[src/hw/rtl/ctb_pkg.sv]
// ----------------------------------------------------------------------------
// ctb_pkg
// Types, codes and constants shared by the cascaded timer bank modules.
// ----------------------------------------------------------------------------
`default_nettype none

package ctb_pkg;

  localparam int unsigned NUM_TMR  = 8;
  localparam int unsigned TMR_W    = 3;
  localparam int unsigned BYTE_W   = 8;
  localparam int unsigned PHASE_W  = 6;
  localparam int unsigned IN_US_W  = 10;

  // control A bit positions
  localparam int unsigned CTLA_INT_BIT    = 7;
  localparam int unsigned CTLA_RELOAD_BIT = 4;
  localparam int unsigned CTLA_COUNT_BIT  = 3;
  localparam logic [2:0]  LINKED_SEL      = 3'd7;
  localparam logic [BYTE_W-1:0] CTLB_SET_MASK = 8'h09;  // done | borrow-out
  localparam logic [TMR_W-1:0]  LAST_TMR      = 3'd7;

  typedef enum logic [2:0] {
    OP_ADVANCE = 3'd0,
    OP_WRITE   = 3'd1,
    OP_READ    = 3'd2,
    OP_ACK     = 3'd3,
    OP_RAISE   = 3'd4
  } opcode_e;

  typedef enum logic [1:0] {
    REG_BACKUP = 2'd0,
    REG_CTLA   = 2'd1,
    REG_COUNT  = 2'd2,
    REG_CTLB   = 2'd3
  } reg_sel_e;

  typedef enum logic [4:0] {
    ST_IDLE = 5'b00001,
    ST_SCAN = 5'b00010,
    ST_TICK = 5'b00100,
    ST_EXEC = 5'b01000,
    ST_FIN  = 5'b10000
  } state_e;

  typedef struct packed {
    logic [2:0]         opcode;
    logic [TMR_W-1:0]   timer_index;
    logic [1:0]         reg_select;
    logic [BYTE_W-1:0]  write_data;
    logic [IN_US_W-1:0] elapsed_us;
    logic [BYTE_W-1:0]  irq_mask;
  } in_item_t;

  typedef struct packed {
    logic [BYTE_W-1:0] read_data;
    logic [BYTE_W-1:0] irq_latch_value;
    logic              irq_pending;
  } out_item_t;

  // register file write request for the addressed timer
  typedef struct packed {
    logic               backup_we;
    logic               ctla_we;
    logic               count_we;
    logic               ctlb_we;
    logic               phase_we;
    logic [BYTE_W-1:0]  backup;
    logic [BYTE_W-1:0]  ctla;
    logic [BYTE_W-1:0]  count;
    logic [BYTE_W-1:0]  ctlb;
    logic [PHASE_W-1:0] phase;
  } rf_wr_t;

  // register file read data for the addressed timer
  typedef struct packed {
    logic [BYTE_W-1:0]  backup;
    logic [BYTE_W-1:0]  ctla;
    logic [BYTE_W-1:0]  count;
    logic [BYTE_W-1:0]  ctlb;
    logic [PHASE_W-1:0] phase;
  } rf_rd_t;

  typedef struct packed {
    logic             vld;
    logic [TMR_W-1:0] idx;
  } succ_t;

  // linked chain 0->2->4->1->3->5->7; timers 6 and 7 end it
  function automatic succ_t next_in_chain(input logic [TMR_W-1:0] t);
    succ_t s;
    s.vld = 1'b1;
    case (t)
      3'd0:    s.idx = 3'd2;
      3'd1:    s.idx = 3'd3;
      3'd2:    s.idx = 3'd4;
      3'd3:    s.idx = 3'd5;
      3'd4:    s.idx = 3'd1;
      3'd5:    s.idx = 3'd7;
      default: begin
        s.vld = 1'b0;
        s.idx = 3'd0;
      end
    endcase
    return s;
  endfunction

endpackage

`default_nettype wire

[src/hw/rtl/ctb_regfile.sv]
// ----------------------------------------------------------------------------
// ctb_regfile
// Per-timer byte registers and phase accumulators, one timer addressed a cycle.
// ----------------------------------------------------------------------------
`default_nettype none

module ctb_regfile (
  input  wire logic                            clk_i,
  input  wire logic                            rst_ni,
  input  wire logic [ctb_pkg::TMR_W-1:0]       addr_i,
  input  wire ctb_pkg::rf_wr_t                 wr_i,
  output ctb_pkg::rf_rd_t                      rd_o,
  output logic      [ctb_pkg::NUM_TMR-1:0]     linked_o
);

  logic [ctb_pkg::BYTE_W-1:0]  backup_q [ctb_pkg::NUM_TMR];
  logic [ctb_pkg::BYTE_W-1:0]  ctla_q   [ctb_pkg::NUM_TMR];
  logic [ctb_pkg::BYTE_W-1:0]  count_q  [ctb_pkg::NUM_TMR];
  logic [ctb_pkg::BYTE_W-1:0]  ctlb_q   [ctb_pkg::NUM_TMR];
  logic [ctb_pkg::PHASE_W-1:0] phase_q  [ctb_pkg::NUM_TMR];

  always_ff @(posedge clk_i or negedge rst_ni) begin
    if (!rst_ni) begin
      for (int i = 0; i < ctb_pkg::NUM_TMR; i++) begin
        backup_q[i] <= '0;
        ctla_q[i]   <= '0;
        count_q[i]  <= '0;
        ctlb_q[i]   <= '0;
        phase_q[i]  <= '0;
      end
    end else begin
      if (wr_i.backup_we) backup_q[addr_i] <= wr_i.backup;
      if (wr_i.ctla_we)   ctla_q[addr_i]   <= wr_i.ctla;
      if (wr_i.count_we)  count_q[addr_i]  <= wr_i.count;
      if (wr_i.ctlb_we)   ctlb_q[addr_i]   <= wr_i.ctlb;
      if (wr_i.phase_we)  phase_q[addr_i]  <= wr_i.phase;
    end
  end

  always_comb begin
    rd_o.backup = backup_q[addr_i];
    rd_o.ctla   = ctla_q[addr_i];
    rd_o.count  = count_q[addr_i];
    rd_o.ctlb   = ctlb_q[addr_i];
    rd_o.phase  = phase_q[addr_i];
  end

  // per-timer "enabled and linked" flags for the cascade check
  always_comb begin
    for (int i = 0; i < ctb_pkg::NUM_TMR; i++) begin
      linked_o[i] = ctla_q[i][ctb_pkg::CTLA_COUNT_BIT] &&
                    (ctla_q[i][2:0] == ctb_pkg::LINKED_SEL);
    end
  end

endmodule

`default_nettype wire

[src/hw/rtl/ctb_seq.sv]
// ----------------------------------------------------------------------------
// ctb_seq
// Sequencer: scans timers, services ticks and cascades one per cycle, runs
// bus transactions and holds the interrupt latch.
// ----------------------------------------------------------------------------
`default_nettype none

module ctb_seq #(
  parameter int unsigned ELAPSED_BITS = 10
) (
  input  wire logic                        clk_i,
  input  wire logic                        rst_ni,
  input  wire logic                        in_valid_i,
  output logic                             in_stall_o,
  input  wire ctb_pkg::in_item_t           in_data_i,
  output logic                             res_valid_o,
  input  wire logic                        res_ready_i,
  output ctb_pkg::out_item_t               res_o,
  output logic      [ctb_pkg::TMR_W-1:0]   rf_addr_o,
  output ctb_pkg::rf_wr_t                  rf_wr_o,
  input  wire ctb_pkg::rf_rd_t             rf_rd_i,
  input  wire logic [ctb_pkg::NUM_TMR-1:0] linked_i
);

  localparam int unsigned US_W = (ELAPSED_BITS < ctb_pkg::IN_US_W) ?
                                 ELAPSED_BITS : ctb_pkg::IN_US_W;
  localparam int unsigned PH_W = ((US_W > ctb_pkg::PHASE_W) ?
                                  US_W : ctb_pkg::PHASE_W) + 1;

  ctb_pkg::state_e            state_q, state_d;
  ctb_pkg::in_item_t          item_q, item_d;
  logic [ctb_pkg::TMR_W-1:0]  scan_q, scan_d;
  logic [ctb_pkg::TMR_W-1:0]  tgt_q, tgt_d;
  logic [PH_W-1:0]            rem_q, rem_d;
  logic [ctb_pkg::BYTE_W-1:0] latch_q, latch_d;
  logic [ctb_pkg::BYTE_W-1:0] rd_q, rd_d;

  logic                       in_acc;
  logic [2:0]                 sel;
  logic [PH_W-1:0]            sum;
  logic [PH_W-1:0]            ticks;
  logic [ctb_pkg::PHASE_W:0]  ph_mask;
  ctb_pkg::succ_t             succ;

  assign in_acc     = in_valid_i && !in_stall_o;
  assign in_stall_o = (state_q != ctb_pkg::ST_IDLE);

  // shared adder and shifter for the phase update
  assign sel     = rf_rd_i.ctla[2:0];
  assign sum     = PH_W'(rf_rd_i.phase) + PH_W'(item_q.elapsed_us[US_W-1:0]);
  assign ticks   = sum >> sel;
  assign ph_mask = ((ctb_pkg::PHASE_W+1)'(1) << sel) - (ctb_pkg::PHASE_W+1)'(1);
  assign succ    = ctb_pkg::next_in_chain(tgt_q);

  always_comb begin
    case (state_q)
      ctb_pkg::ST_SCAN: rf_addr_o = scan_q;
      ctb_pkg::ST_TICK: rf_addr_o = tgt_q;
      default:          rf_addr_o = item_q.timer_index;
    endcase
  end

  always_comb begin
    state_d = state_q;
    item_d  = item_q;
    scan_d  = scan_q;
    tgt_d   = tgt_q;
    rem_d   = rem_q;
    latch_d = latch_q;
    rd_d    = rd_q;
    rf_wr_o = '0;
    rf_wr_o.backup = item_q.write_data;
    rf_wr_o.ctla   = item_q.write_data;
    rf_wr_o.count  = item_q.write_data;
    rf_wr_o.ctlb   = item_q.write_data;
    rf_wr_o.phase  = sum[ctb_pkg::PHASE_W-1:0] & ph_mask[ctb_pkg::PHASE_W-1:0];
    res_valid_o = 1'b0;

    case (state_q)
      ctb_pkg::ST_IDLE: begin
        if (in_acc) begin
          item_d = in_data_i;
          rd_d   = '0;
          scan_d = '0;
          if (in_data_i.opcode == ctb_pkg::OP_ADVANCE) begin
            state_d = ctb_pkg::ST_SCAN;
          end else begin
            state_d = ctb_pkg::ST_EXEC;
          end
        end
      end

      ctb_pkg::ST_SCAN: begin
        if (rf_rd_i.ctla[ctb_pkg::CTLA_COUNT_BIT] && (sel != ctb_pkg::LINKED_SEL)) begin
          rf_wr_o.phase_we = 1'b1;
        end
        if (rf_rd_i.ctla[ctb_pkg::CTLA_COUNT_BIT] && (sel != ctb_pkg::LINKED_SEL) &&
            (ticks != '0)) begin
          rem_d   = ticks;
          tgt_d   = scan_q;
          state_d = ctb_pkg::ST_TICK;
        end else if (scan_q == ctb_pkg::LAST_TMR) begin
          state_d = ctb_pkg::ST_FIN;
        end else begin
          scan_d = scan_q + ctb_pkg::TMR_W'(1);
        end
      end

      ctb_pkg::ST_TICK: begin
        if (rf_rd_i.count != '0) begin
          rf_wr_o.count_we = 1'b1;
          rf_wr_o.count    = rf_rd_i.count - ctb_pkg::BYTE_W'(1);
        end else begin
          // underflow
          rf_wr_o.count_we = rf_rd_i.ctla[ctb_pkg::CTLA_RELOAD_BIT];
          rf_wr_o.count    = rf_rd_i.backup;
          rf_wr_o.ctlb_we  = 1'b1;
          rf_wr_o.ctlb     = rf_rd_i.ctlb | ctb_pkg::CTLB_SET_MASK;
          if (rf_rd_i.ctla[ctb_pkg::CTLA_INT_BIT]) begin
            latch_d = latch_q | (ctb_pkg::BYTE_W'(1) << tgt_q);
          end
        end
        if ((rf_rd_i.count == '0) && succ.vld && linked_i[succ.idx]) begin
          tgt_d = succ.idx;
        end else begin
          // chain finished: one tick of the scanned timer is done
          tgt_d = scan_q;
          rem_d = rem_q - PH_W'(1);
          if (rem_q == PH_W'(1)) begin
            if (scan_q == ctb_pkg::LAST_TMR) begin
              state_d = ctb_pkg::ST_FIN;
            end else begin
              scan_d  = scan_q + ctb_pkg::TMR_W'(1);
              state_d = ctb_pkg::ST_SCAN;
            end
          end
        end
      end

      ctb_pkg::ST_EXEC: begin
        state_d = ctb_pkg::ST_FIN;
        case (item_q.opcode)
          ctb_pkg::OP_WRITE: begin
            case (item_q.reg_select)
              ctb_pkg::REG_BACKUP: rf_wr_o.backup_we = 1'b1;
              ctb_pkg::REG_CTLA:   rf_wr_o.ctla_we   = 1'b1;
              ctb_pkg::REG_COUNT:  rf_wr_o.count_we  = 1'b1;
              default:             rf_wr_o.ctlb_we   = 1'b1;
            endcase
          end
          ctb_pkg::OP_READ: begin
            case (item_q.reg_select)
              ctb_pkg::REG_BACKUP: rd_d = rf_rd_i.backup;
              ctb_pkg::REG_CTLA:   rd_d = rf_rd_i.ctla;
              ctb_pkg::REG_COUNT:  rd_d = rf_rd_i.count;
              default:             rd_d = rf_rd_i.ctlb;
            endcase
          end
          ctb_pkg::OP_ACK:   latch_d = latch_q & ~item_q.irq_mask;
          ctb_pkg::OP_RAISE: latch_d = latch_q | item_q.irq_mask;
          default: ;
        endcase
      end

      ctb_pkg::ST_FIN: begin
        res_valid_o = 1'b1;
        if (res_ready_i) begin
          state_d = ctb_pkg::ST_IDLE;
        end
      end

      default: state_d = ctb_pkg::ST_IDLE;
    endcase
  end

  assign res_o.read_data       = rd_q;
  assign res_o.irq_latch_value = latch_q;
  assign res_o.irq_pending     = (latch_q != '0);

  always_ff @(posedge clk_i or negedge rst_ni) begin
    if (!rst_ni) begin
      state_q <= ctb_pkg::ST_IDLE;
      scan_q  <= '0;
      tgt_q   <= '0;
      rem_q   <= '0;
      latch_q <= '0;
    end else begin
      state_q <= state_d;
      scan_q  <= scan_d;
      tgt_q   <= tgt_d;
      rem_q   <= rem_d;
      latch_q <= latch_d;
    end
  end

  always_ff @(posedge clk_i) begin
    item_q <= item_d;
    rd_q   <= rd_d;
  end

`ifndef SYNTHESIS
  a_tick_rem_nonzero: assert property (@(posedge clk_i) disable iff (!rst_ni)
    (state_q == ctb_pkg::ST_TICK) |-> (rem_q != '0))
    else $error("tick state with no ticks left");

  a_bus_to_exec: assert property (@(posedge clk_i) disable iff (!rst_ni)
    (in_acc && (in_data_i.opcode != ctb_pkg::OP_ADVANCE)) |=>
      (state_q == ctb_pkg::ST_EXEC))
    else $error("bus transaction did not enter exec");

  a_latch_quiet: assert property (@(posedge clk_i) disable iff (!rst_ni)
    ((state_q != ctb_pkg::ST_TICK) && (state_q != ctb_pkg::ST_EXEC)) |=>
      $stable(latch_q))
    else $error("interrupt latch changed outside tick or exec");

  a_scan_in_range: assert property (@(posedge clk_i) disable iff (!rst_ni)
    (state_q == ctb_pkg::ST_FIN) |-> ((scan_q == ctb_pkg::LAST_TMR) ||
      (item_q.opcode != ctb_pkg::OP_ADVANCE)))
    else $error("advance finished before the last timer");
`endif

endmodule

`default_nettype wire

[src/hw/rtl/cascaded_timer_bank_with_irq_latch.sv]
// ----------------------------------------------------------------------------
// cascaded_timer_bank_with_irq_latch
// Eight cascadable 8-bit down-counting timers with an interrupt latch.
// ----------------------------------------------------------------------------
//  channel | direction | handshake            | payload
//  --------+-----------+----------------------+---------------------
//  in      | input     | in_valid_i/in_stall_o   | ctb_pkg::in_item_t
//  out     | output    | out_valid_o/out_stall_i | ctb_pkg::out_item_t
//
//  Bus transactions pass through the exec and finish states and load the
//  output register as they leave finish. Advance scans the timers in
//  turn and serves each tick and cascaded tick in the tick state before
//  finish; a full, stalled output register adds its wait.
//  Input is stalled while a transaction is in work; one result may wait in
//  the output register while the next transaction is taken.
//  Reset is asynchronous and clears all timer bytes, phases and the latch.
// ----------------------------------------------------------------------------
`default_nettype none

module cascaded_timer_bank_with_irq_latch #(
  parameter int unsigned ELAPSED_BITS = 10
) (
  input  wire logic               clk_i,
  input  wire logic               rst_ni,
  input  wire logic               in_valid_i,
  output logic                    in_stall_o,
  input  wire ctb_pkg::in_item_t  in_data_i,
  output logic                    out_valid_o,
  input  wire logic               out_stall_i,
  output ctb_pkg::out_item_t      out_data_o
);

  logic [ctb_pkg::TMR_W-1:0]   rf_addr;
  ctb_pkg::rf_wr_t             rf_wr;
  ctb_pkg::rf_rd_t             rf_rd;
  logic [ctb_pkg::NUM_TMR-1:0] linked;
  logic                        res_valid;
  logic                        res_ready;
  ctb_pkg::out_item_t          res;
  logic                        out_valid_q;
  ctb_pkg::out_item_t          out_q;

  ctb_regfile u_regfile (
    .clk_i    (clk_i),
    .rst_ni   (rst_ni),
    .addr_i   (rf_addr),
    .wr_i     (rf_wr),
    .rd_o     (rf_rd),
    .linked_o (linked)
  );

  ctb_seq #(
    .ELAPSED_BITS (ELAPSED_BITS)
  ) u_seq (
    .clk_i       (clk_i),
    .rst_ni      (rst_ni),
    .in_valid_i  (in_valid_i),
    .in_stall_o  (in_stall_o),
    .in_data_i   (in_data_i),
    .res_valid_o (res_valid),
    .res_ready_i (res_ready),
    .res_o       (res),
    .rf_addr_o   (rf_addr),
    .rf_wr_o     (rf_wr),
    .rf_rd_i     (rf_rd),
    .linked_i    (linked)
  );

  // output register
  assign res_ready = !out_valid_q || !out_stall_i;

  always_ff @(posedge clk_i or negedge rst_ni) begin
    if (!rst_ni) begin
      out_valid_q <= 1'b0;
    end else if (res_valid && res_ready) begin
      out_valid_q <= 1'b1;
    end else if (!out_stall_i) begin
      out_valid_q <= 1'b0;
    end
  end

  always_ff @(posedge clk_i) begin
    if (res_valid && res_ready) begin
      out_q <= res;
    end
  end

  assign out_valid_o = out_valid_q;
  assign out_data_o  = out_q;

endmodule

`default_nettype wire
[config.mk]
export PLATFORM = sky130hd
export DESIGN_NAME = cascaded_timer_bank_with_irq_latch
export DESIGN_NICKNAME = d
export VERILOG_FILES = /design/src/hw/rtl/ctb_pkg.sv /design/src/hw/rtl/ctb_regfile.sv /design/src/hw/rtl/ctb_seq.sv /design/src/hw/rtl/cascaded_timer_bank_with_irq_latch.sv
export SDC_FILE = /design/constraint.sdc
export NUM_CORES = 1
export LEC_CHECK = 0
export BUFFER_PORTS_ARGS = -buffer_cell sky130_fd_sc_hd__buf_4
export CAP_MARGIN = 10
export CORE_AREA = 2 2 184 186
export CTS_BUF_LIST = sky130_fd_sc_hd__clkbuf_2 sky130_fd_sc_hd__clkbuf_4 sky130_fd_sc_hd__clkbuf_8
export CTS_CLUSTER_SIZE = 30
export DETAILED_ROUTE_END_ITERATION = 7
export DIE_AREA = 0 0 186 188
export GPL_ROUTABILITY_DRIVEN = 1
export PLACE_DENSITY = 0.88
export SLEW_MARGIN = 20
export SYNTH_ARGS = -nofsm -noshare
export SYNTH_HDL_FRONTEND = slang
export SYNTH_SLANG_ARGS = --single-unit
export TNS_END_PERCENT = 1
[constraint.sdc]
create_clock -name clk_i -period 6.22 [get_ports clk_i]
set_input_delay 1.555 -clock clk_i [delete_from_list [all_inputs] [get_ports clk_i]]
set_output_delay 1.555 -clock clk_i [all_outputs]
set_load 0.005 [all_outputs]
Word-level counts from Yosys, hierarchy flattened

Index checks and enable logic that the tools add are counted.

ROM bits: 0
Bits in latches: 0
Output and inout bits: 19
Logic and storage cells: 227
Flip-flop bits (word level): 394
Input port bits: 38
Memories kept: 0
Bits in writable memories: 0

Order comparisons: 3
Equality and inequality tests: 40
Add/subtract/negate cells: 5
Shifts and indexed selects: 3
Multiplexer cells: 75
Bitwise gates (word level): 6
Div/mod/pow operators: 0
$mul: 0
Reductions and logical operators: 39

Operators with widths:

| operator           | number |
|---|---|
| $bwmux 64          | 4 |
| $mux 8             | 15 |
| $bmux 8 s3         | 4 |
| $bwmux 48          | 1 |
| $pmux 8 s2         | 3 |
| $eq 3x3->1 const B | 12 |
| $mux 5             | 7 |
| $pmux 5 s5         | 1 |
| $demux 8 s3        | 1 |
| $pmux 8 s3         | 1 |
| $mux 11            | 2 |
| $pmux 11 s2        | 1 |
| $mux 3             | 7 |
| $bmux 6 s3         | 1 |
| $demux 6 s3        | 1 |
| $mux 6             | 3 |
| $pmux 3 s6         | 1 |
| $mux 16            | 1 |
| $or 8x8->8         | 2 |
| $reduce_bool 8->1  | 2 |
| $logic_and 1x1->1  | 15 |
| $mux 1             | 13 |
| $eq 3x2->1 const B | 4 |
| $pmux 3 s2         | 2 |
| 48 further kinds   | 67 |

Logic depth before layout (Yosys ltp)

Gate-level depths: netlist (run 1).

Depth in word-level cells: 12
Mapped depth: 26
Gate-level depth less buffers: 20

Hierarchy

Synthesis (run 1) repeated with hierarchy kept, for this count alone.

Cells, all modules: 1377
Area total of the unflattened synthesis: 19620.1 µm²

By module, submodules not included:

| module                             | area each (µm²) | cells an instance | instances | seq. area each (µm²) |
|---|---|---|---|---|
| ctb_regfile                        | 14034.7         | 826               | 1         | 7607.3 |
| ctb_seq                            | 5027.3          | 530               | 1         | 2013.2 |
| cascaded_timer_bank_with_irq_latch | 558.0           | 21                | 1         | 535.5 |

Least setup slack after synthesis (run 1)

No wires, ideal clock.

Path type: register -> register
From: register u_seq.state_q[4]
To: register u_seq.tgt_q[2] (netlist bit)
Stages on the path, launching flop included: 26
Arrival time: 5.921 ns
Setup slack: 0.161 ns
Library setup time: 0.138 ns
Data required time: 6.082 ns
Path through: dfrtp_1 or3_1 buf_6 o31a_1 o211ai_2 buf_4 buf_2 buf_1 buf_1 nand2_1 o22a_1 o221ai_1 nor3_1 ha_1 fa_1 a211oi_1 o21ai_0 a21oi_1 o31ai_1 mux2i_1 mux2i_1 o311ai_1 nand4_1 a21oi_1 buf_4 o221ai_1

Cells in the longest elaborated chain, start to end: 12
Elaborated cells between the ends (all ways): 27
Those cells by class: add/sub: 1; eq/ne: 4; shift: 1; mux: 12; bitwise: 1; reduce/logical: 8

Ends and longest elaborated chain:

| what                                       | RTL line                                                | text |
|---|---|---|
| start, declared                            | ctb_seq.sv:30                                           | `ctb_pkg::state_e state_q, state_d;` |
| start signal, assigned                     | ctb_seq.sv:182                                          | `state_q <= ctb_pkg::ST_IDLE;` |
| start signal, assigned                     | ctb_seq.sv:188                                          | `state_q <= state_d;` |
| $eq 5x3->1 or $eq 5x2->1 (tied branches)   | ctb_seq.sv:56, ctb_seq.sv:79                            |  |
| $pmux 3 s2                                 | ctb_seq.sv:56                                           | `case (state_q)` |
| $not 3->4 (not written as such)            | ctb_regfile.sv:42, ctb_regfile.sv:43, ctb_regfile.sv:45 |  |
| $bmux 6 s3                                 | ctb_regfile.sv:45                                       | `rd_o.phase = phase_q[addr_i];` |
| $mux 6 (not written as such) (2 in series) | ctb_regfile.sv:45                                       |  |
| $add 6x10->11                              | ctb_seq.sv:50                                           | `assign sum = PH_W'(rf_rd_i.phase) + PH_W'(item_q.elapsed_us[US_W-1:0]);` |
| $shr 11x3->11                              | ctb_seq.sv:51                                           | `assign ticks = sum >> sel;` |
| $reduce_bool 11->1                         | ctb_seq.sv:98                                           | `(ticks != '0)) begin` |
| $logic_and 1x1->1                          | ctb_seq.sv:97                                           | `if (rf_rd_i.ctla[ctb_pkg::CTLA_COUNT_BIT] && (sel != ctb_pkg::LINKED_SEL) &&` |
| $ne 2x1->1 (no source line)                | n/a                                                     |  |
| $reduce_and 2->1 (no source line)          | n/a                                                     |  |
| end signal, assigned                       | ctb_seq.sv:190                                          | `tgt_q <= tgt_d;` |
| end, declared                              | ctb_seq.sv:33                                           | `logic [ctb_pkg::TMR_W-1:0] tgt_q, tgt_d;` |

Parallel ways exist; a longest one is shown, timed or not. The select of a mux whose other input is x is not followed.
A chain may end at the register's enable or synchronous reset.

Worst setup path in the final report (run 1)

From: register u_seq.state_q[4]
To: register u_seq.scan_q[0] (netlist bit)

Cells in the longest elaborated chain, start to end: 12
Elaborated cells between the ends (all ways): 33
Those cells by class: add/sub: 1; eq/ne: 9; shift: 1; mux: 11; bitwise: 1; reduce/logical: 10

Ends and longest elaborated chain:

| what                                       | RTL line                                                | text |
|---|---|---|
| $eq 5x3->1 or $eq 5x2->1 (tied branches)   | ctb_seq.sv:56, ctb_seq.sv:79                            |  |
| $pmux 3 s2                                 | ctb_seq.sv:56                                           |  |
| $not 3->4 (not written as such)            | ctb_regfile.sv:42, ctb_regfile.sv:43, ctb_regfile.sv:45 |  |
| $bmux 6 s3                                 | ctb_regfile.sv:45                                       |  |
| $mux 6 (not written as such) (2 in series) | ctb_regfile.sv:45                                       |  |
| $add 6x10->11                              | ctb_seq.sv:50                                           |  |
| $shr 11x3->11                              | ctb_seq.sv:51                                           |  |
| $reduce_bool 11->1                         | ctb_seq.sv:98                                           |  |
| $logic_and 1x1->1                          | ctb_seq.sv:97                                           |  |
| $ne 2x2->1 (no source line)                | n/a                                                     |  |
| $reduce_and 5->1 (no source line)          | n/a                                                     |  |
| end signal, assigned                       | ctb_seq.sv:189                                          | `scan_q <= scan_d;` |
| end, declared                              | ctb_seq.sv:32                                           | `logic [ctb_pkg::TMR_W-1:0] scan_q, scan_d;` |

Parallel ways exist; a longest one is shown, timed or not. The select of a mux whose other input is x is not followed.

==> results of run 1 <==
power groups by stage:
stage                     Combinational [W]  Clock [W]  Sequential [W]
final                               0.00210    0.00248         0.00309
after global routing                0.00224    0.00261         0.00310
after CTS                           0.00202    0.00249         0.00307
after detailed placement            0.00198          0         0.00311
after global placement              0.00191          0         0.00310
after floorplan                     0.00142          0         0.00300
cell usage after synthesis (9+ instances only):
master and instances:
a21o_1 11, a21oi_1 61, a221oi_1 17, a22oi_1 39, a31oi_1 18, buf_2 17
clkbuf_1 43, dfrtp_1 334, edfxtp_1 59, ha_1 12, inv_1 20, mux2_2 306
mux2i_1 22, mux4_2 14, nand2_1 132, nand3_1 32, nand4_1 13, nor2_1 80
nor2_2 12, nor2_4 9, nor3_1 31, o211ai_1 13, o21ai_0 53, o221ai_1 9
o22a_1 12, o22ai_1 26, o31ai_1 12, or3_1 10
cells by family (layout without fill, tap and decap cells):
kind of cell / after synthesis / after routing
adder cells (fa/ha/maj): 13 / 13
XOR/XNOR: 12 / 12
buffers and inverters: 95 / 254
AND/OR/NAND/NOR: 365 / 365
AO/OA/AOI/OAI: 354 / 354
flip-flops: 394 / 394
multiplexers: 351 / 351
flip-flops by register name, indices dropped and copies added, names as in the netlist, named ones only:
register            cells
u_seq.rem_q            11
u_regfile.ctlb_q       64
out_data_o             17
out_valid_o             1
u_seq.tgt_q             3
u_regfile.phase_q      48
u_regfile.ctla_q       64
u_regfile.count_q      64
u_seq.rf_wr_o           8
u_seq.rd_q              8
u_seq.item_q           26
u_seq.state_q           5
u_seq.scan_q            3
u_regfile.backup_q     64
metal layers:
| metal | up-vias | track usage [%] |
|---|---|---|
| met5 | - | 0 |
| met4 | 2 | 16.35 |
| met3 | 261 | 7.613 |
| met2 | 1039 | 48.71 |
| met1 | 7356 | 40.16 |
| li1 | 6232 | - |
worst paths after layout:
path                                   from              endpoint  slack [ns]  depth (start not counted)
min in group asynchronous            rst_ni  u_regfile.phase_q[4]        1.01                          1
min                           u_seq.rd_q[4]        out_data_o[13]        0.42                          0
max                        u_seq.state_q[4]       u_seq.scan_q[0]        0.47                         21
min reg2reg                   u_seq.rd_q[4]        out_data_o[13]        0.42                          0
max in group asynchronous            rst_ni  u_regfile.ctlb_q[52]        3.85                          2
max reg2reg                u_seq.state_q[4]       u_seq.scan_q[0]        0.47                         21
worst max-delay path, delay by kind of cell, from the launching register on:
family | cells | cell delay (ns)
AO/OA/AOI/OAI | 8 | 1.83
adder cells (fa/ha/maj) | 2 | 0.70
buffers and inverters | 2 | 0.35
flip-flops | 1 | 0.45
multiplexers | 3 | 0.79
AND/OR/NAND/NOR | 6 | 1.53
layout make-up:
class                           count  area (um^2)  share of cell area, %
Inverter                           20        75.07                 0.3412
Multi-Input combinational cell   1095         8742                  39.73
Timing Repair Buffer              122         1036                  4.708
Clock inverter                     20        266.5                  1.211
Clock buffer                       92         1166                  5.299
Tap cell                          448        560.5                  2.547
Sequential cell                   394        10160                  46.16
what timing repair did:
item | in CTS | in global routing
hold buffers | 0 | 0
endpoints found under the setup margin | 0 | 19
setup buffers | 0 | 3
resized for setup | 0 | 7
per-stage QoR:
step | util, % | cell area [um^2] | setup WS, ns | total power (W)
after floorplan | - | 19260 | 0.1612 | 0.004421
after global placement | 61.97 | 20520 | 0.6023 | 0.005014
after detailed placement | 61.97 | 20520 | 0.3600 | 0.005096
after CTS | 66.30 | 21950 | 0.2449 | 0.007584
after global routing | 66.45 | 22000 | 0.03388 | 0.007964
final | 66.45 | 22000 | 0.4668 | 0.007673
==> flow_metrics.tcl, run 1 <==
set metrics [dict create \
    maxCapViolCount 0 \
    dp.cells 2076 \
    cts_buffer_depth 3 \
    num_vias 14890 \
    grt_pass1_vias 15240 \
    p_int_w 0.005058 \
    met1_length_um 20270 \
    synthMuxAreaShare_pct 21.26 \
    rsz0062_at_grt "no" \
    relSlewSlack_pct 29.54 \
    clk_latency_ns 0.64 \
    synth.distinct_cells 90 \
    finalClockSkew_ns 0.03395 \
    area.growth.synth_to_final_pct 14.26 \
    slew_viol_final 0 \
    critPathKind "reg2reg" \
    tns_ns 0 \
    route.met3.wl_um 5714 \
    num-nets-final 1743 \
    synth_edf_count 59 \
    syn-mean-instance-area_um2 12.16 \
    crit_fanout 10 \
    ys_seq_elements 394 \
    ys_warn_count 0 \
    antenna_found_initial 1 \
    via_per_inst 6.796 \
    dr_wl_met2_um 25010 \
    detail-route-antenna-nets 0 \
    first_iter_violations 1936 \
    tightestPinTransition_ns 1.049 \
    syn-num-nets 1635 \
    cts_made_buffers 59 \
    hold_path_class "reg2reg" \
    dr.pass1.iters 8 \
    fmax_mhz 173.8 \
    cp.arrival_ns 6.28 \
    synth_adder_area_share_pct 0.8836 \
    async_reset_ff_share_pct 85.03 \
    routedWlPerCell_um 24.57 \
    synthSimpleGateAreaFrac_pct 9.167 \
    timing.final.crit_period_ns 5.753 \
    worst_hold_slack_ns 0.4236 \
    cts-htree-levels 2 \
    grt_overflow 0 \
    power_density_nw_per_um2 348.7 \
    fill_cells 2204 \
    drt-total-wl_um 53840 \
    slowest_delay_ns 0.50 \
    rows 67 \
    dieArea_um2 34970 \
    drive_gt1_share_pct 35.17 \
    cpMaxStageDelayCell "or3_4" \
    finalHoldViolations 0 \
    layout_commonest_cell "dfrtp_1" \
    synth_xor_area_share_pct 0.5457 \
    die_w_um 186 \
    leakagePower_nw 9.979 \
    cp.required_ns 6.75 \
    synth_top_family_by_area "multiplexers" \
    grt_pass1_wl_um 84270 \
    max-vdd-ir-drop_uv 231.4 \
    clk_pin_slew_ns 0.07 \
    cts.sinks 394 \
    dr.max_layer_used "met5" \
    synthDominantCellAreaShare_pct 43.40 \
    layout_common_cells "dfrtp_1 (332), mux2_2 (306), nand2_1 (132), buf_4 (112), nor2_1 (78)" \
    synth-seq-area-share_pct 52.74 \
    critPathLaunchType "register" \
    synth_compound_gate_area_share_pct 13.27 \
    p_switching_w 0.002615 \
    seq_power_share_pct 40.3 \
    initial_core_util_pct 58.16 \
    min_period_over_period_pct 92.49 \
    cts-root-buf "clkbuf_8" \
    instances_no_fill 2191 \
    switching_share_pct 34.08 \
    synth_area_leaders "dfrtp_1 (43%), mux2_2 (18%), edfxtp_1 (9.2%)" \
    ioPinCount 57 \
    remaining_drc_errors 0 \
    critPathCaptureType "register" \
    status "completed" \
    pwr-share-clk_pct 32.4 \
    grt_max_degree 164 \
    core_um2 33110 \
    numPortBuffers 56 \
    netlist_area_um2 19260 \
    dpl.hpwl_um 35370 \
    cts_tree "built" \
    gr-usage-all-layers_pct 31.13 \
    setup_viol 0 \
    combPwrFrac_pct 27.4 \
    synthFlopType "dfrtp_1" \
    die_h_um 188 \
    globalplace.congestion 0.9642 \
    synthCells 1584 \
    yosysTopAreaCell "dfrtp_1" \
    crit_chain "or3_4 > o21ai_2 > nand2_1 > nor2_1 > buf_4 > nand2_1 > o221ai_1 > nor3_1 > ha_1 > fa_1 > a211oi_1 > o21ai_0 > a21oi_1 > buf_4 > o31ai_1 > mux2i_1 > mux2i_1 > o311ai_2 > and4_1 > o2111ai_1 > mux2_2" \
    antenna_cells 0 \
]
Note: power is estimated with default switching activity, not from simulation.
==> run 2, diff against run 1 <==
- ABC_AREA: unset -> 1
- CELL_PAD_IN_SITES_DETAIL_PLACEMENT: unset -> 1
- CELL_PAD_IN_SITES_GLOBAL_PLACEMENT: unset -> 2
- CORE_AREA: 2 2 184 186 -> 2 2 229 231
- DIE_AREA: 0 0 186 188 -> 0 0 231 233
- PLACE_DENSITY: 0.88 -> 0.87
==> flow_metrics.tcl, run 2 <==
set metrics [dict create \
    synth_edf_count 59 \
    tns_ns 0 \
    grt_pass1_wl_um 96120 \
    core_um2 51090 \
    power_density_nw_per_um2 401.6 \
    num-nets-final 2262 \
    crit_fanout 15 \
    synth_area_leaders "dfrtp_1 (45%), nand2_1 (13%), edfxtp_1 (9.5%)" \
    ioPinCount 57 \
    min_period_over_period_pct 86.37 \
    grt_overflow 0 \
    cts.sinks 394 \
    dr_wl_met2_um 28970 \
    die_w_um 231 \
    tightestPinTransition_ns 1.123 \
    cts-root-buf "clkbuf_8" \
    ys_seq_elements 394 \
    route.met3.wl_um 2804 \
    die_h_um 233 \
    syn-num-nets 2198 \
    numPortBuffers 56 \
    clk_pin_slew_ns 0.06 \
    rows 83 \
    drt-total-wl_um 60300 \
    cpMaxStageDelayCell "dfrtp_1" \
    yosysTopAreaCell "dfrtp_1" \
    dr.max_layer_used "met4" \
    maxCapViolCount 0 \
    cts-htree-levels 3 \
    via_per_inst 5.411 \
    critPathCaptureType "register" \
    dieArea_um2 53820 \
    max-vdd-ir-drop_uv 178.5 \
    synth-seq-area-share_pct 54.19 \
    grt_pass1_vias 17040 \
    cp.arrival_ns 5.88 \
    remaining_drc_errors 0 \
    antenna_cells 0 \
    dr.pass1.iters 6 \
    first_iter_violations 1055 \
    slowest_delay_ns 0.40 \
    synthTopCellsByCount "nand2_1 (626), dfrtp_1 (334), o21ai_0 (197)" \
    globalplace.congestion 0.8759 \
    critPathLaunchType "register" \
    area.growth.synth_to_final_pct 13.88 \
    antenna_found_initial 0 \
    crit_family "simple AND/OR/NAND/NOR gates" \
    synthFlopType "dfrtp_1" \
    met1_length_um 26730 \
    cts_buffer_depth 3 \
    dpl.hpwl_um 40580 \
    cts_tree "built" \
    critPathKind "reg2reg" \
    finalClockSkew_ns 0.04832 \
    slew_viol_final 0 \
    detail-route-antenna-nets 0 \
    timing.final.crit_period_ns 5.372 \
    initial_core_util_pct 36.68 \
    hold_path_class "reg2reg" \
    status "completed" \
    layout_common_cells "nand2_1 (625), dfrtp_1 (334), o21ai_0 (197), inv_1 (174), o21ai_1 (108)" \
    cts_made_buffers 72 \
    leakagePower_nw 9.659 \
    fmax_mhz 186.1 \
    rsz0062_at_grt "no" \
    p_total_w 0.008571 \
    syn-mean-instance-area_um2 8.729 \
    yosysMostFrequentCell "nand2_1" \
    ys_warn_count 0 \
    setup_viol 0 \
    layout_commonest_cell "nand2_1" \
    clk_latency_ns 0.67 \
    gr-usage-all-layers_pct 22.93 \
    cp.required_ns 6.73 \
    grt_max_degree 161 \
    routedWlPerCell_um 20.48 \
    crit_buf_inv 4 \
    synthDominantCellAreaShare_pct 44.60 \
    netlist_area_um2 18740 \
    async_reset_ff_share_pct 85.03 \
    synthCells 2147 \
    drive_gt1_share_pct 13.47 \
    finalHoldViolations 0 \
    fill_cells 6081 \
    relSlewSlack_pct 24.84 \
    num_vias 15930 \
    synth.distinct_cells 54 \
]
run 2: final cells by class:
| type | count | area [um^2] | share of cell area (%) |
|---|---|---|---|
| Clock buffer | 115 | 1370 | 6.419 |
| Clock inverter | 12 | 153.9 | 0.7211 |
| Inverter | 196 | 735.7 | 3.447 |
| Multi-Input combinational cell | 1464 | 7401 | 34.68 |
| Sequential cell | 394 | 10160 | 47.58 |
| Tap cell | 680 | 850.8 | 3.986 |
| Timing Repair Buffer | 83 | 675.6 | 3.166 |
run 2: worst paths after layout:
path / start / endpoint / slack, ns / cells past startpoint
worst max-delay path: u_seq.state_q[1] / u_seq.rem_q[0] / 0.85 / 30
worst min-delay path: u_seq.rd_q[7] / out_data_o[16] / 0.43 / 0
worst max register to register: u_seq.state_q[1] / u_seq.rem_q[0] / 0.85 / 30
worst min register to register: u_seq.rd_q[7] / out_data_o[16] / 0.43 / 0
max in group asynchronous: rst_ni / u_regfile.ctlb_q[0] / 4.04 / 2
min in group asynchronous: rst_ni / u_regfile.count_q[21] / 0.88 / 1
run 2: kinds of logic after synthesis:
logic type | count (synthesis) | share of synthesized area, %
compound gates | 503 | 15.53
fa+ha+maj | 13 | 0.9079
simple gates | 917 | 21.22
xor+xnor | 14 | 0.6543
mux | 17 | 1.021
flops | 394 | 54.19
buf+inv | 289 | 6.482
run 2: where the power goes:
group,leakage [nW],total [W],switching [W],internal [W]
Sequential,5.19,0.00326,0.000237,0.00303
Combinational,3.66,0.00267,0.00191,0.000756
Clock,0.800,0.00264,0.00115,0.00149
Total,9.66,0.00857,0.00330,0.00527
run 2: stage by stage:
stage	cell area, um^2	setup slack, ns	utilization (%)	cells	hold WS (ns)
after global routing	21340	0.1901	41.77	2944	0.4399
after floorplan	18740	1.345	-	2147	0.4003
after detailed placement	19780	0.5206	38.72	2816	0.4168
after global placement	19770	0.8277	38.70	2816	0.4058
after CTS	21310	0.4697	41.70	2943	0.4319
final	21340	0.8476	41.77	2944	0.4284
run 2: timing repair:
item / 4_1_cts / 5_1_grt
resized for setup: 0 / 2
setup endpoints to repair: 0 / 12
hold buffers: 0 / 0
buffers inserted: 0 / 0
run 2: worst reg2reg max path: cells and delay by family (launching register included):
family | cells | cell delay, ns
flip-flops | 1 | 0.40
buffers and inverters | 4 | 0.61
AND/OR/NAND/NOR | 19 | 2.85
AO/OA/AOI/OAI | 5 | 0.79
adder cells (fa/ha/maj) | 1 | 0.35
XOR/XNOR | 1 | 0.24
run 2: per-layer routing:
| layer | vias up | GRT usage, % |
|---|---|---|
| li1 | 7360 | - |
| met1 | 8054 | 29.48 |
| met2 | 384 | 38.27 |
| met3 | 132 | 4.424 |
| met4 | 0 | 8.690 |
| met5 | - | 0 |
